**src/rtl/aig_ram.sv**
```systemverilog
// Generic single-port-write, one-read RAM with registered read.
// No dependencies.
`default_nettype none
module aig_ram #(
  parameter int unsigned Width = 64,
  parameter int unsigned Depth = 30
) (
  input  wire logic                     clk_i,
  input  wire logic                     we_i,
  input  wire logic [$clog2(Depth)-1:0] waddr_i,
  input  wire logic [Width-1:0]         wdata_i,
  input  wire logic [$clog2(Depth)-1:0] raddr_i,
  output logic      [Width-1:0]         rdata_o
);
  logic [Width-1:0] mem_q [Depth];
  always_ff @(posedge clk_i) begin
    if (we_i) mem_q[waddr_i] <= wdata_i;
    rdata_o <= mem_q[raddr_i];
  end
endmodule
`default_nettype wire

```
**config.mk**
```make
export PLATFORM = sky130hd
export DESIGN_NAME = aig_ram
export DESIGN_NICKNAME = d
export VERILOG_FILES = /design/src/rtl/aig_ram.sv
export SDC_FILE = /design/constraint.sdc
export NUM_CORES = 2
export LEC_CHECK = 0
export ABC_CLOCK_PERIOD_IN_PS = 8300
export BUFFER_PORTS_ARGS = -buffer_cell sky130_fd_sc_hd__buf_2
export CAP_MARGIN = 15
export CORE_ASPECT_RATIO = 1.4
export CORE_UTILIZATION = 67
export CTS_BUF_LIST = sky130_fd_sc_hd__clkbuf_4 sky130_fd_sc_hd__clkbuf_8
export CTS_CLUSTER_DIAMETER = 50
export CTS_CLUSTER_SIZE = 24
export DETAILED_ROUTE_END_ITERATION = 10
export PLACE_DENSITY_LB_ADDON = 0.1
export SLEW_MARGIN = 15
export SYNTH_ARGS = -nofsm -noshare
export SYNTH_HDL_FRONTEND = slang
export SYNTH_SLANG_ARGS = --single-unit
```
**constraint.sdc**
```tcl
create_clock -name clk_i -period 8.3 [get_ports clk_i]
set_input_delay 2.075 -clock clk_i [delete_from_list [all_inputs] [get_ports clk_i]]
set_output_delay 2.075 -clock clk_i [all_outputs]
set_load 0.02 [all_outputs]
```
[Word level (Yosys, flattened, before mapping)]
Memory sizes are Yosys's and may differ from the RTL's. A register that Yosys moved wholly into a read port is not among the register bits.
Cells that the tools add are included.
Cells by class
  mux-type cells: 2
Operator list (count)
  2-to-1 mux 1 bit: 2
Storage, ports and cells
  register bits: 0
  memory bits (writable): 1920
  input port bits: 76
  output and inout bits: 64
  word-level logic and storage cells: 3
  memories kept: 1
Memory list
  mem_q: words 30, bits a word 64, rd ports 1, clocked after memory_dff 1, wr ports 1, line 15  | logic [Width-1:0] mem_q [Depth];

[Longest topological paths before layout]
  depth after elaboration: 2
  gate-level depth with buffers: 10
  depth with buffers taken out: 4

[Least setup slack after synthesis]
OpenSTA, ideal clock, no wires.
  path kind: input -> register
  start: input port waddr_i[0]
  end: memory mem_q[12][0], enable pin
  library setup time: 0.486 ns
  arrival: 5.411 ns
  data required time: 7.814 ns
  slack: 2.403 ns
  stages: 3
  path buffers: 1
  path through: or3b_2 > clkbuf_1 > nor2_1
RTL lines
  from (decl): line 10  | input wire logic [$clog2(Depth)-1:0] waddr_i,
  to (decl): line 15
No word-level cell before the write port.

==> reports/qor.txt <==
total count of max-transition violations in the final report: 0
maximum number of pins on one net before global-route repair: 122
DP Worst Slack: 2.99 ns
# H-tree levels: 4
Final Non-Filler Cells: 5364
hold-fix buffers at CTS: 0
Inserted Clock Buffers: 133
warning count from the yosys run: 0
clock skew: 0.0617 ns
overall power after layout: 0.0176 W
1st-pass router iterations: 6
proportion of layout cells with a drive suffix above 1: 21.2%
input/output buffers: 139
average cell area after synthesis: 20.5 µm²
most instantiated flip-flop cell in the synthesis netlist: sky130_fd_sc_hd__edfxtp_1
setup slack, reg-to-reg: 6.47 ns
total negative slack for setup checks: 0 ns
deepest clock path buffer count: 3
sequential element share of the synthesized area: 78.7%
max capacitance violation total: 0
die width: 284 µm
final worst-path cycle share: 53.1%
run status: finished, final reports clean
leakage power summed over all cells: 26.1 nW
Max Clock Freq: 227 MHz
start of the worst register-to-register path: mem_q[21][62]
startpoint of the lowest-slack hold path: mem_q[20][31]
routability congestion estimate from global placement: 0.817
worst path arrival time: 5.16 ns
Setup Buffers After CTS: 0
Final setup violation count: 0
I/O pin count: 140
clock latency reported for the late side of the worst-skew pair: 0.91 ns
final net count: 3866
setup repair after global routing missed its margin: no
full die area: 113000 µm²
GRT Util Overall: 30.4%
Crit path required time: 9.05 ns
post-synthesis net count: 3725
routed vias/inst: 6.82
power density over the cells: 219 nW/µm²
post-layout util: 72.8%
aggregate global routing overflow: 0
instance count of the mapped netlist: 3649
P&R area growth vs syn: 7.42%
clock-pin transition on the worst setup and hold timing paths: 0.11 ns
number of placement rows: 144
Placeable Area: 110000 µm²
antenna violations before repair: 12
number of flops mapped to enable cells by yosys: 1920
hold violation count in the final report: 0
final critical delay including setup and external delays: 4.41 ns
worst setup slack after layout: 3.89 ns
type of destination of the critical path: register
Max transition margin: 18.6%
kind of start point of the critical path: primary input
number of cells on the worst hold path: 4
maximum VDD drop: 0.000212 V
Min-Delay Path Class: reg -> reg
post-synth cell types: 41
die outline height: 397 µm
post-cts repair resize count: 0
total wirelength of the detailed-routed design: 169 mm
HPWL after detailed placement: 91.8 mm
first-pass GRT wire length: 246 mm
Routed Antenna Nets: 0
Worst Max-Slew Pin Slew: 1.22 ns
vias post-DR: 36600
TritonCTS clock tree: done
worst reg2reg path endpoint: rdata_o[62]
register bit count reported by yosys: 1984
via count of the first global-routing pass: 37000
worst setup path class: in -> reg
# clock sinks: 1984
total of fill cells in the finished design: 6356
sink of the worst hold path: rdata_o[31]
Iteration-0 DRC Markers: 4587
DR WL/cell: 31.5 µm
Netlist Area Pre-Place: 74900 µm²
DRC violations left: 0
cell at the root of the clock tree: sky130_fd_sc_hd__clkbuf_8
ys async rst share: 0%
Initial Utilization: 67.8%
worst-path maximum fanout: 89
Cells after DPL: 5111
Reg2Reg Depth: 4
-- layout make-up --
cell class                 instances  area [µm²]  area share, %
antenna                            5        12.5         0.0156
clock buffer                     159        2110           2.62
sequential                      1984       58900           73.3
timing repair buffer             209        1410           1.75
multi-input combinational       1462       15100           18.8
tap                             1460        1830           2.27
clock inverter                    85        1040           1.29
-- critical path, cell delays in order --
cell,delay (ns)
sky130_fd_sc_hd__buf_8,0.61
sky130_fd_sc_hd__buf_4,0.98
sky130_fd_sc_hd__mux4_2,0.60
sky130_fd_sc_hd__a22o_1,0.28
sky130_fd_sc_hd__a311o_1,0.34
-- where the power goes --
group | internal [W] | switching [W] | leakage [nW]
Clock | 0.00228 | 0.00319 | 1.56
Combinational | 0.000336 | 0.000641 | 6.67
Sequential | 0.0111 | 0.0000590 | 17.8
Total | 0.0137 | 0.00389 | 26.1
-- worst max-delay path by stage --
stage | startpoint | end | slack [ns]
floorplan | waddr_i[0] | mem_q[12][0] | 2.40
finish | raddr_i[0] | rdata_o[58] | 3.89
CTS | raddr_i[0] | rdata_o[54] | 3.95
global placement | raddr_i[0] | rdata_o[58] | 3.07
detailed placement | raddr_i[0] | rdata_o[54] | 2.99
global route | raddr_i[0] | rdata_o[58] | 3.79
-- sequential cells by signal, indices dropped and copies added, names as in the netlist --
register / flops
mem_q: 1920
rdata_o: 64
-- cell usage after synthesis (all sizes together), types with 9 or more instances --
master  instances  share of area, %
o22ai          52              0.43
nor4           44              0.38
clkbuf         74              0.38
dfxtp          64               1.7
nand2         120              0.60
a311o          25              0.33
buf           129               1.2
mux4          239               7.2
a211oi         19              0.19
a22oi         148               1.5
o21ai          47              0.31
mux2           84               1.3
o32ai          19              0.22
edfxtp       1920                77
nand3          35              0.23
nand4          11             0.092
a21o            9             0.090
a22o           25              0.29
a21oi          36              0.24
nor2           87              0.44
nor2b          24              0.20
nor3            9             0.060
mux2i         396               5.3
-- cells in the final DEF, fill, tap and decap left out, types with 19 or more instances in the layout --
cell / instances
sky130_fd_sc_hd__edfxtp_1: 1920
sky130_fd_sc_hd__mux2i_1: 396
sky130_fd_sc_hd__mux4_2: 239
sky130_fd_sc_hd__a22oi_1: 148
sky130_fd_sc_hd__clkbuf_8: 146
sky130_fd_sc_hd__buf_2: 134
sky130_fd_sc_hd__nand2_1: 120
sky130_fd_sc_hd__mux2_2: 84
sky130_fd_sc_hd__dfxtp_1: 64
sky130_fd_sc_hd__buf_4: 58
sky130_fd_sc_hd__nor2_1: 54
sky130_fd_sc_hd__o22ai_1: 52
sky130_fd_sc_hd__o21ai_0: 47
sky130_fd_sc_hd__nor4_1: 42
sky130_fd_sc_hd__a21oi_1: 36
sky130_fd_sc_hd__nand3_1: 35
sky130_fd_sc_hd__nor2_4: 31
sky130_fd_sc_hd__a22o_1: 25
sky130_fd_sc_hd__a311o_1: 25
sky130_fd_sc_hd__inv_6: 24
sky130_fd_sc_hd__nor2b_1: 19
sky130_fd_sc_hd__a211oi_1: 19
sky130_fd_sc_hd__o32ai_1: 19
-- stage by stage --
step | hold WS (ns) | area (µm²)
after floorplan | 0.557 | 74900
after global placement | 0.581 | 77200
after detailed placement | 0.593 | 77200
after CTS | 0.619 | 80300
after global routing | 0.658 | 80400
final | 0.619 | 80400
-- cells by family after synthesis --
| group | count (synthesis) | synth area share, % |
|---|---|---|
| multiplexers | 719 | 13.7 |
| buffers and inverters | 203 | 1.55 |
| flip-flops | 1984 | 78.7 |
| AO/OA/AOI/OAI | 380 | 3.60 |
| AND/OR/NAND/NOR | 363 | 2.36 |
-- metal layers --
layer	vias up	routed length (µm)	GRT usage, %
li1	15200	-	-
met1	19100	63900	41.8
met2	1931	85800	51.2
met3	286	14400	4.38
met4	4	4690	9.56
met5	-	22	0
(Power assumes the default switching activity.)
