[src/rtl/aig_pkg.sv]
// Package for the AES-256 IGE cipher: types, codes, S-box and round functions.
// No dependencies.
`default_nettype none
package aig_pkg;

  localparam int unsigned BlockBytes = 16;
  localparam int unsigned Rounds     = 14;
  localparam int unsigned RkDepth    = 2 * (Rounds + 1);
  localparam int unsigned RkAw       = $clog2(RkDepth);
  localparam int unsigned QueueDepth = 2;

  typedef enum logic [1:0] {
    FuncLoadPlain  = 2'd0,
    FuncLoadCipher = 2'd1,
    FuncBlock      = 2'd2,
    FuncNone       = 2'd3
  } func_e;

  typedef enum logic [2:0] {
    RegKey0 = 3'd0,
    RegKey1 = 3'd1,
    RegKey2 = 3'd2,
    RegKey3 = 3'd3,
    RegMode = 3'd4
  } reg_e;

  typedef enum logic [1:0] {
    StIdle  = 2'd0,
    StRound = 2'd1,
    StDone  = 2'd2
  } core_state_e;

  typedef enum logic [1:0] {
    KxIdle = 2'd0,
    KxRun  = 2'd1
  } kx_state_e;

  // classified item passed from front to back
  typedef struct packed {
    func_e        func;
    logic [127:0] data;
    logic         last;
  } cmd_t;

  function automatic logic [7:0] sbox(input logic [7:0] a);
    logic [7:0] t [256];
    t = '{
      8'h63,8'h7c,8'h77,8'h7b,8'hf2,8'h6b,8'h6f,8'hc5,8'h30,8'h01,8'h67,8'h2b,8'hfe,8'hd7,8'hab,8'h76,
      8'hca,8'h82,8'hc9,8'h7d,8'hfa,8'h59,8'h47,8'hf0,8'had,8'hd4,8'ha2,8'haf,8'h9c,8'ha4,8'h72,8'hc0,
      8'hb7,8'hfd,8'h93,8'h26,8'h36,8'h3f,8'hf7,8'hcc,8'h34,8'ha5,8'he5,8'hf1,8'h71,8'hd8,8'h31,8'h15,
      8'h04,8'hc7,8'h23,8'hc3,8'h18,8'h96,8'h05,8'h9a,8'h07,8'h12,8'h80,8'he2,8'heb,8'h27,8'hb2,8'h75,
      8'h09,8'h83,8'h2c,8'h1a,8'h1b,8'h6e,8'h5a,8'ha0,8'h52,8'h3b,8'hd6,8'hb3,8'h29,8'he3,8'h2f,8'h84,
      8'h53,8'hd1,8'h00,8'hed,8'h20,8'hfc,8'hb1,8'h5b,8'h6a,8'hcb,8'hbe,8'h39,8'h4a,8'h4c,8'h58,8'hcf,
      8'hd0,8'hef,8'haa,8'hfb,8'h43,8'h4d,8'h33,8'h85,8'h45,8'hf9,8'h02,8'h7f,8'h50,8'h3c,8'h9f,8'ha8,
      8'h51,8'ha3,8'h40,8'h8f,8'h92,8'h9d,8'h38,8'hf5,8'hbc,8'hb6,8'hda,8'h21,8'h10,8'hff,8'hf3,8'hd2,
      8'hcd,8'h0c,8'h13,8'hec,8'h5f,8'h97,8'h44,8'h17,8'hc4,8'ha7,8'h7e,8'h3d,8'h64,8'h5d,8'h19,8'h73,
      8'h60,8'h81,8'h4f,8'hdc,8'h22,8'h2a,8'h90,8'h88,8'h46,8'hee,8'hb8,8'h14,8'hde,8'h5e,8'h0b,8'hdb,
      8'he0,8'h32,8'h3a,8'h0a,8'h49,8'h06,8'h24,8'h5c,8'hc2,8'hd3,8'hac,8'h62,8'h91,8'h95,8'he4,8'h79,
      8'he7,8'hc8,8'h37,8'h6d,8'h8d,8'hd5,8'h4e,8'ha9,8'h6c,8'h56,8'hf4,8'hea,8'h65,8'h7a,8'hae,8'h08,
      8'hba,8'h78,8'h25,8'h2e,8'h1c,8'ha6,8'hb4,8'hc6,8'he8,8'hdd,8'h74,8'h1f,8'h4b,8'hbd,8'h8b,8'h8a,
      8'h70,8'h3e,8'hb5,8'h66,8'h48,8'h03,8'hf6,8'h0e,8'h61,8'h35,8'h57,8'hb9,8'h86,8'hc1,8'h1d,8'h9e,
      8'he1,8'hf8,8'h98,8'h11,8'h69,8'hd9,8'h8e,8'h94,8'h9b,8'h1e,8'h87,8'he9,8'hce,8'h55,8'h28,8'hdf,
      8'h8c,8'ha1,8'h89,8'h0d,8'hbf,8'he6,8'h42,8'h68,8'h41,8'h99,8'h2d,8'h0f,8'hb0,8'h54,8'hbb,8'h16
    };
    return t[a];
  endfunction

  function automatic logic [7:0] inv_sbox(input logic [7:0] a);
    logic [7:0] t [256];
    t = '{
      8'h52,8'h09,8'h6a,8'hd5,8'h30,8'h36,8'ha5,8'h38,8'hbf,8'h40,8'ha3,8'h9e,8'h81,8'hf3,8'hd7,8'hfb,
      8'h7c,8'he3,8'h39,8'h82,8'h9b,8'h2f,8'hff,8'h87,8'h34,8'h8e,8'h43,8'h44,8'hc4,8'hde,8'he9,8'hcb,
      8'h54,8'h7b,8'h94,8'h32,8'ha6,8'hc2,8'h23,8'h3d,8'hee,8'h4c,8'h95,8'h0b,8'h42,8'hfa,8'hc3,8'h4e,
      8'h08,8'h2e,8'ha1,8'h66,8'h28,8'hd9,8'h24,8'hb2,8'h76,8'h5b,8'ha2,8'h49,8'h6d,8'h8b,8'hd1,8'h25,
      8'h72,8'hf8,8'hf6,8'h64,8'h86,8'h68,8'h98,8'h16,8'hd4,8'ha4,8'h5c,8'hcc,8'h5d,8'h65,8'hb6,8'h92,
      8'h6c,8'h70,8'h48,8'h50,8'hfd,8'hed,8'hb9,8'hda,8'h5e,8'h15,8'h46,8'h57,8'ha7,8'h8d,8'h9d,8'h84,
      8'h90,8'hd8,8'hab,8'h00,8'h8c,8'hbc,8'hd3,8'h0a,8'hf7,8'he4,8'h58,8'h05,8'hb8,8'hb3,8'h45,8'h06,
      8'hd0,8'h2c,8'h1e,8'h8f,8'hca,8'h3f,8'h0f,8'h02,8'hc1,8'haf,8'hbd,8'h03,8'h01,8'h13,8'h8a,8'h6b,
      8'h3a,8'h91,8'h11,8'h41,8'h4f,8'h67,8'hdc,8'hea,8'h97,8'hf2,8'hcf,8'hce,8'hf0,8'hb4,8'he6,8'h73,
      8'h96,8'hac,8'h74,8'h22,8'he7,8'had,8'h35,8'h85,8'he2,8'hf9,8'h37,8'he8,8'h1c,8'h75,8'hdf,8'h6e,
      8'h47,8'hf1,8'h1a,8'h71,8'h1d,8'h29,8'hc5,8'h89,8'h6f,8'hb7,8'h62,8'h0e,8'haa,8'h18,8'hbe,8'h1b,
      8'hfc,8'h56,8'h3e,8'h4b,8'hc6,8'hd2,8'h79,8'h20,8'h9a,8'hdb,8'hc0,8'hfe,8'h78,8'hcd,8'h5a,8'hf4,
      8'h1f,8'hdd,8'ha8,8'h33,8'h88,8'h07,8'hc7,8'h31,8'hb1,8'h12,8'h10,8'h59,8'h27,8'h80,8'hec,8'h5f,
      8'h60,8'h51,8'h7f,8'ha9,8'h19,8'hb5,8'h4a,8'h0d,8'h2d,8'he5,8'h7a,8'h9f,8'h93,8'hc9,8'h9c,8'hef,
      8'ha0,8'he0,8'h3b,8'h4d,8'hae,8'h2a,8'hf5,8'hb0,8'hc8,8'heb,8'hbb,8'h3c,8'h83,8'h53,8'h99,8'h61,
      8'h17,8'h2b,8'h04,8'h7e,8'hba,8'h77,8'hd6,8'h26,8'he1,8'h69,8'h14,8'h63,8'h55,8'h21,8'h0c,8'h7d
    };
    return t[a];
  endfunction

  function automatic logic [7:0] xt(input logic [7:0] a);
    return {a[6:0], 1'b0} ^ (a[7] ? 8'h1b : 8'h00);
  endfunction

  function automatic logic [31:0] sub_word(input logic [31:0] w);
    return {sbox(w[31:24]), sbox(w[23:16]), sbox(w[15:8]), sbox(w[7:0])};
  endfunction

  // byte i of the state sits at bits [127-8i -: 8]
  function automatic logic [7:0] gb(input logic [127:0] s, input int i);
    return s[127-8*i -: 8];
  endfunction

  // forward round: SubBytes, ShiftRows, optional MixColumns (no key add)
  function automatic logic [127:0] enc_round(input logic [127:0] s, input logic mix);
    logic [127:0] t;
    logic [127:0] o;
    logic [7:0] a0, a1, a2, a3;
    t = '0;
    o = '0;
    for (int c = 0; c < 4; c++) begin
      for (int r = 0; r < 4; r++) begin
        t[127-8*(r+4*c) -: 8] = sbox(gb(s, r + 4*((c+r)%4)));
      end
    end
    for (int c = 0; c < 4; c++) begin
      a0 = gb(t, 4*c); a1 = gb(t, 4*c+1); a2 = gb(t, 4*c+2); a3 = gb(t, 4*c+3);
      o[127-32*c -: 32] = {xt(a0) ^ xt(a1) ^ a1 ^ a2 ^ a3,
                           a0 ^ xt(a1) ^ xt(a2) ^ a2 ^ a3,
                           a0 ^ a1 ^ xt(a2) ^ xt(a3) ^ a3,
                           xt(a0) ^ a0 ^ a1 ^ a2 ^ xt(a3)};
    end
    return mix ? o : t;
  endfunction

  function automatic logic [7:0] m9(input logic [7:0] a);
    return xt(xt(xt(a))) ^ a;
  endfunction
  function automatic logic [7:0] m11(input logic [7:0] a);
    return xt(xt(xt(a))) ^ xt(a) ^ a;
  endfunction
  function automatic logic [7:0] m13(input logic [7:0] a);
    return xt(xt(xt(a))) ^ xt(xt(a)) ^ a;
  endfunction
  function automatic logic [7:0] m14(input logic [7:0] a);
    return xt(xt(xt(a))) ^ xt(xt(a)) ^ xt(a);
  endfunction

  function automatic logic [127:0] inv_mix(input logic [127:0] s);
    logic [127:0] o;
    logic [7:0] a0, a1, a2, a3;
    o = '0;
    for (int c = 0; c < 4; c++) begin
      a0 = gb(s, 4*c); a1 = gb(s, 4*c+1); a2 = gb(s, 4*c+2); a3 = gb(s, 4*c+3);
      o[127-32*c -: 32] = {m14(a0) ^ m11(a1) ^ m13(a2) ^ m9(a3),
                           m9(a0) ^ m14(a1) ^ m11(a2) ^ m13(a3),
                           m13(a0) ^ m9(a1) ^ m14(a2) ^ m11(a3),
                           m11(a0) ^ m13(a1) ^ m9(a2) ^ m14(a3)};
    end
    return o;
  endfunction

  // inverse ShiftRows then inverse SubBytes
  function automatic logic [127:0] inv_shsub(input logic [127:0] s);
    logic [127:0] t;
    t = '0;
    for (int c = 0; c < 4; c++) begin
      for (int r = 0; r < 4; r++) begin
        t[127-8*(r+4*((c+r)%4)) -: 8] = inv_sbox(gb(s, r + 4*c));
      end
    end
    return t;
  endfunction

endpackage
`default_nettype wire

[src/rtl/aig_if.sv]
// Valid/ready channel interfaces for the AES-256 IGE cipher.
// No dependencies.
`default_nettype none
interface aig_in_if;
  logic        valid;
  logic        ready;
  logic [1:0]  func;
  logic [63:0] block_high;
  logic [63:0] block_low;
  logic        last_block;
  modport source (output valid, func, block_high, block_low, last_block, input ready);
  modport sink   (input valid, func, block_high, block_low, last_block, output ready);
endinterface

`default_nettype wire

[src/rtl/aig_front.sv]
// Front end: accepts input transactions, drops unused codes, queues commands.
// Depends on aig_pkg and aig_if.
`default_nettype none
module aig_front (
  input  wire logic         clk_i,
  input  wire logic         rst_ni,
  aig_in_if.sink            in_if,
  output aig_pkg::cmd_t     cmd_o,
  output logic              cmd_valid_o,
  input  wire logic         cmd_pop_i,
  output logic              empty_o
);
  import aig_pkg::*;
  localparam int unsigned Aw = $clog2(QueueDepth);

  cmd_t            q_q [QueueDepth];
  logic [Aw-1:0]   wp_q, rp_q;
  logic [Aw:0]     cnt_q;
  logic            push, pop, keep;

  assign in_if.ready = (cnt_q < (Aw+1)'(QueueDepth));
  assign keep  = (in_if.func inside {FuncLoadPlain, FuncLoadCipher, FuncBlock});
  assign push  = in_if.valid && in_if.ready && keep;
  assign pop   = cmd_pop_i && (cnt_q != '0);
  assign cmd_valid_o = (cnt_q != '0);
  assign cmd_o = q_q[rp_q];
  assign empty_o = (cnt_q == '0);

  always_ff @(posedge clk_i) begin
    if (push) q_q[wp_q] <= '{func: func_e'(in_if.func),
                             data: {in_if.block_high, in_if.block_low},
                             last: in_if.last_block};
  end

  always_ff @(posedge clk_i or negedge rst_ni) begin
    if (!rst_ni) begin
      wp_q <= '0; rp_q <= '0; cnt_q <= '0;
    end else begin
      if (push) wp_q <= (wp_q == Aw'(QueueDepth-1)) ? '0 : wp_q + 1'b1;
      if (pop)  rp_q <= (rp_q == Aw'(QueueDepth-1)) ? '0 : rp_q + 1'b1;
      cnt_q <= cnt_q + (Aw+1)'(push) - (Aw+1)'(pop);
    end
  end
endmodule
`default_nettype wire

[src/flat_wrapper.sv]
// flat-port wrapper written by rule: the top's interface ports become plain ports
module aig_front_flat import aig_pkg::*;
  (clk_i, rst_ni, cmd_o, cmd_valid_o, cmd_pop_i, empty_o, in_if_valid, in_if_func, in_if_block_high, in_if_block_low, in_if_last_block, in_if_ready);
  aig_in_if in_if_i ();
  input  wire logic clk_i;
  input  wire logic rst_ni;
  output aig_pkg::cmd_t cmd_o;
  output logic cmd_valid_o;
  input  wire logic cmd_pop_i;
  output logic empty_o;
  input wire logic [$bits(in_if_i.valid)-1:0] in_if_valid;
  input wire logic [$bits(in_if_i.func)-1:0] in_if_func;
  input wire logic [$bits(in_if_i.block_high)-1:0] in_if_block_high;
  input wire logic [$bits(in_if_i.block_low)-1:0] in_if_block_low;
  input wire logic [$bits(in_if_i.last_block)-1:0] in_if_last_block;
  output wire logic [$bits(in_if_i.ready)-1:0] in_if_ready;
  assign in_if_i.valid = in_if_valid;
  assign in_if_i.func = in_if_func;
  assign in_if_i.block_high = in_if_block_high;
  assign in_if_i.block_low = in_if_block_low;
  assign in_if_i.last_block = in_if_last_block;
  assign in_if_ready = in_if_i.ready;
  aig_front u_core (.clk_i(clk_i), .rst_ni(rst_ni), .in_if(in_if_i), .cmd_o(cmd_o), .cmd_valid_o(cmd_valid_o), .cmd_pop_i(cmd_pop_i), .empty_o(empty_o));
endmodule
[config.mk]
export PLATFORM = sky130hd
export DESIGN_NAME = aig_front_flat
export DESIGN_NICKNAME = d
export VERILOG_FILES = /design/src/rtl/aig_pkg.sv /design/src/rtl/aig_if.sv /design/src/rtl/aig_front.sv /design/src/flat_wrapper.sv
export SDC_FILE = /design/constraint.sdc
export NUM_CORES = 1
export LEC_CHECK = 0
export BUFFER_PORTS_ARGS = -buffer_cell sky130_fd_sc_hd__buf_4
export CAP_MARGIN = 0
export CORE_MARGIN = 1.5
export CORE_UTILIZATION = 45
export CTS_BUF_LIST = sky130_fd_sc_hd__clkbuf_8
export CTS_CLUSTER_SIZE = 8
export DETAILED_ROUTE_END_ITERATION = 8
export MAX_ROUTING_LAYER = met4
export PLACE_DENSITY_LB_ADDON = 0.08
export SLEW_MARGIN = 10
export SYNTH_ARGS = -nofsm -noshare
export SYNTH_HDL_FRONTEND = slang
export SYNTH_SLANG_ARGS = --single-unit
[constraint.sdc]
create_clock -name clk_i -period 12.03 [get_ports clk_i]
set_input_delay 1.8045 -clock clk_i [delete_from_list [all_inputs] [get_ports clk_i]]
set_output_delay 1.8045 -clock clk_i [all_outputs]
set_load 0.05 [all_outputs]
==> Word-level counts from Yosys, hierarchy flattened <==
Memories as Yosys holds them, arrays and structs flattened.
Cells that the tools add are included.
{ "totals": {"ff_bits": 4, "ramBits": 262, "inputBits": 135, "output_inout_bits": 134, "elab_cells": 22, "mem_count": 1} }
{ "op_classes": {"add_sub_neg": 4, "order_cmp": 1, "eq_ne": 2, "n_mux": 4, "n_reduce_logical": 7} }
{ "memory_table": {"columns": ["memory", "depth", "word_bits", "rd", "rd_ports_with_merged_regs", "write_ports", "line_no", "text"], "rows": [
  ["u_core.q_q", 2, 131, 1, 0, 1, "aig_front.sv:16", "cmd_t q_q [QueueDepth];"]
]} }
{ "op_table": {"columns": ["cell", "count"], "rows": [
  ["$logic_not A2 Y1", 2],
  ["$mux W1", 4],
  ["$logic_and A1 B1 Y1", 3],
  ["$reduce_bool A3 Y1", 1],
  ["$add A1 B1 Y1 const B", 2],
  ["$add A2 B1 Y2", 1],
  ["$eq A2 B1 Y1 const B", 1],
  ["$eq A2 B2 Y1 const B", 1],
  ["$lt A2 B2 Y1 const B", 1],
  ["$reduce_bool A2 Y1", 1],
  ["$sub A2 B1 Y2", 1]
]} }

==> Longest topological paths before layout <==
{ "depth": {"depth_word": 5, "mapped_depth": 7, "ltp_nobuf": 7} }

==> Least setup slack after synthesis <==
OpenSTA, ideal clock, no wires.
{ "synth_timing": {"path_kind": "in2reg", "start": "input port in_if_func[0]", "end": "memory u_core.q_q[0][0] (netlist name) (enable)", "setup_ns": 0.638, "arrival_time_ns": 7.831, "required_time_ns": 11.392, "slack_ns": 3.561, "path_stages": 3, "n_path_buf": 0, "cell_sequence": "nand2_1 > and3_1 > nor2b_1"} }
{ "synth_between": {"elab_chain_cells": 5, "word_cells_on_any_way": 7, "classes_between": "2 x eq/ne; 2 x mux; 3 x reduce/logical"} }
{ "synth_lines": {"columns": ["element", "line_no", "text"], "rows": [
  ["from (decl)", "flat_wrapper.sv:12", "input wire logic [$bits(in_if_i.func)-1:0] in_if_func;"],
  ["$eq A2 B1 Y1 (tied with other cells)", "aig_front.sv:22", "assign keep = (in_if.func inside {FuncLoadPlain, FuncLoadCipher, FuncBlock});"],
  ["$reduce_bool A3 Y1 *", "aig_front.sv:22", null],
  ["$logic_and A1 B1 Y1 *", "aig_front.sv:23", "assign push = in_if.valid && in_if.ready && keep;"],
  ["named net u_core.push", "aig_front.sv:19", "logic push, pop, keep;"],
  ["$mux W1 *", "aig_front.sv:30", "if (push) q_q[wp_q] <= '{func: func_e'(in_if.func),"],
  ["$mux W1 (not written as such) *", "aig_front.sv:30", null],
  ["to (decl)", "aig_front.sv:16", null]
]} }
Mark *: on every way through the listed nets, which the timed path passes. The rest lies on a longest branch.

==> impl_metrics.toml <==
[grt]
grt_max_degree = 78
overflow = 0
grt_pass1_wl_um = 28860
grt_pass1_vias = 5345
grt_use_total_pct = 16.65
antenna_found_initial = 0

[clocking]
hold_buffers = 0
clockRootBuffer = "clkbuf_8"
clk_pin_slew_ns = 0.05
clock_latency_ns = 0.53
post_cts_resized = 0
cts.sinks = 266
cts_tree = "yes"
cts_htree_levels = 2
cts.path.max_buffers = 3
postCtsSetupBuffers = 0
cts_buffers = 42

[cells_and_area]
multi_input_area_mm2 = 0.001881
drive_gt1_share_pct = 59.76
syn2layout_area_growth_pct = 29.95
diodes = 0
stdcell_area_mm2 = 0.01299
seq_area_mm2 = 0.007971
nFillCells = 1652
layout_common_cells = "273 x buf_4, 262 x edfxtp_1, 80 x mux2_4"
final_common_cell = "buf_4"
layout.nets = 867

[setup_path]
path_common_cell = "buf_4"
crit_type = "register to output port"
arrival_ns = 2.68
start_kind = "register"
slowest_stage = "buf_4"
crit_chain = "buf_4, mux2_2, buf_4"
cp_max_fo = 64
worst_setup_path_end_kind = "output port"
cp.required_ns = 10.23
cp_slowest_stage_delay_ns = 0.84

[power_and_ir_drop]
powerDensity_mw_per_mm2 = 255.9
total_power_mw = 3.323
switching_share_pct = 38.91
seqPwrFrac_pct = 36.9
p_sw_mw = 1.293
vdd_drop_max_uv = 151.7
clkPwrFrac_pct = 19.8
p_leak_nw = 5.133
p_comb_share_pct = 43.4
internal-power_mw = 2.030

[status]
status = "finished clean"

[drt]
num_vias = 4919
firstDrtPassIters = 4
postRouteAntennaNets = 0
wl_per_cell_um = 18.17
drc = 0
wirelength_um = 18860
vias_per_cell = 4.739
drtIter0Drc = 308

[die]
ios = 269
dieHeight_um = 152.0
coreArea_mm2 = 0.02182
row_count = 54
dieWidth_um = 152.0
start_util_pct = 45.80
fp.dieArea_mm2 = 0.02311

[sta]
setup_viol = 0
fin_hold_ws_ns = 0.5178
fin_worst_skew_ns = 0.01199
period_needed_ns = 4.483
max-slew-margin-rel_pct = 29.19
slew_viol_final = 0
timing.fmax_ghz = 0.2231
rsz0062_at_grt = "no"
finalHoldViolCount = 0
fin_tns_setup_ns = 0
worstMarginPinSlew_ns = 1.062
final.period_utilization_pct = 37.26

[placement]
dp_hpwl_um = 12070
port_buffers = 268
place_congestion = 0.7275
post_dp_cell_area_mm2 = 0.01227

[logic_synthesis]
ys_ff_latch = 266
synth_area_per_cell_um2 = 23.35
yosysWarnings = 0
syn_nets = 565
syn-cell-area_mm2 = 0.009995
synth.distinct_cells = 16
ys_seq_area_share_pct = 79.72
syn_inst = 428

[run]
drv_cap = 0

[min_path]
hold_class = "register to register"
-- power groups by stage --
stage                     logic, mW  registers (mW)  clock network, mW
after global routing           1.50            1.24              0.719
after CTS                      1.46            1.23              0.681
final                          1.44            1.23              0.657
after global placement         1.45            1.24                  0
after floorplan                1.12            1.24                  0
after detailed placement       1.46            1.25                  0
-- path summary, 6_finish.rpt --
path,slack (ns),startpoint,endpoint,cells after the start
max,7.55,u_core.rp_q,cmd_o[11],3
min,0.52,u_core.cnt_q[1],u_core.cnt_q[1],1
max reg2reg,9.15,u_core.cnt_q[1],u_core.q_q[1][18],4
min reg2reg,0.52,u_core.cnt_q[1],u_core.cnt_q[1],1
max in group asynchronous,10.84,rst_ni,u_core.rp_q,1
min in group asynchronous,1.06,rst_ni,u_core.wp_q,1
-- cell usage after synthesis --
library cell,instances,area share (%)
buf_2,5,0.25
or2_2,1,0.063
mux2_4,80,12
xnor2_1,2,0.18
dfrtp_1,4,1.0
xor2_1,2,0.18
mux2_2,51,5.7
and3_1,1,0.063
ha_1,2,0.25
buf_6,9,1.0
nand2_1,1,0.038
inv_1,4,0.15
buf_8,1,0.15
and2_1,2,0.13
nor2b_1,1,0.063
edfxtp_1,262,79
-- final cells by class --
class	count	area share (%)
Multi-Input combinational cell	143	14.48
Tap cell	280	2.697
Sequential cell	266	61.38
Timing Repair Buffer	273	15.78
Clock buffer	45	4.769
Clock inverter	27	0.7803
Inverter	4	0.1156
-- metal layers --
metal	up-vias	GRT usage, %	part of all wire, %
met5	-	-	0
met3	35	5.876	8.7
li1	2300	-	-
met4	0	6.380	2.1
met2	201	26.27	49
met1	2383	19.65	40
-- state kept, by name, indices dropped and copies added, names as in the netlist --
name / count
u_core.q_q: 262
u_core.cnt_q: 2
u_core.rp_q: 1
u_core.wp_q: 1
-- cells by family after synthesis --
logic type / count (synthesis) / synth area share [%]
flip-flops: 266 / 79.72
buffers and inverters: 19 / 1.565
multiplexers: 131 / 17.76
adder cells (fa/ha/maj): 2 / 0.2503
XOR/XNOR: 4 / 0.3506
AND/OR/NAND/NOR: 6 / 0.3506
-- stage by stage --
| step | utilization (%) | setup WS (ns) | cells |
|---|---|---|---|
| final | 59.51 | 7.547 | 1038 |
| after global routing | 59.51 | 7.366 | 1038 |
| after CTS | 59.51 | 7.448 | 1038 |
| after detailed placement | 56.21 | 7.631 | 966 |
| after global placement | 56.21 | 7.713 | 966 |
| after floorplan | - | 3.561 | 428 |
-- worst max-delay path, delay by kind of cell, from the launching register on --
family,cells,cell delay [ns]
DFF,1,0.65
buffers and inverters,2,1.03
muxes,1,0.43
Note: power is estimated with default switching activity, not from simulation.
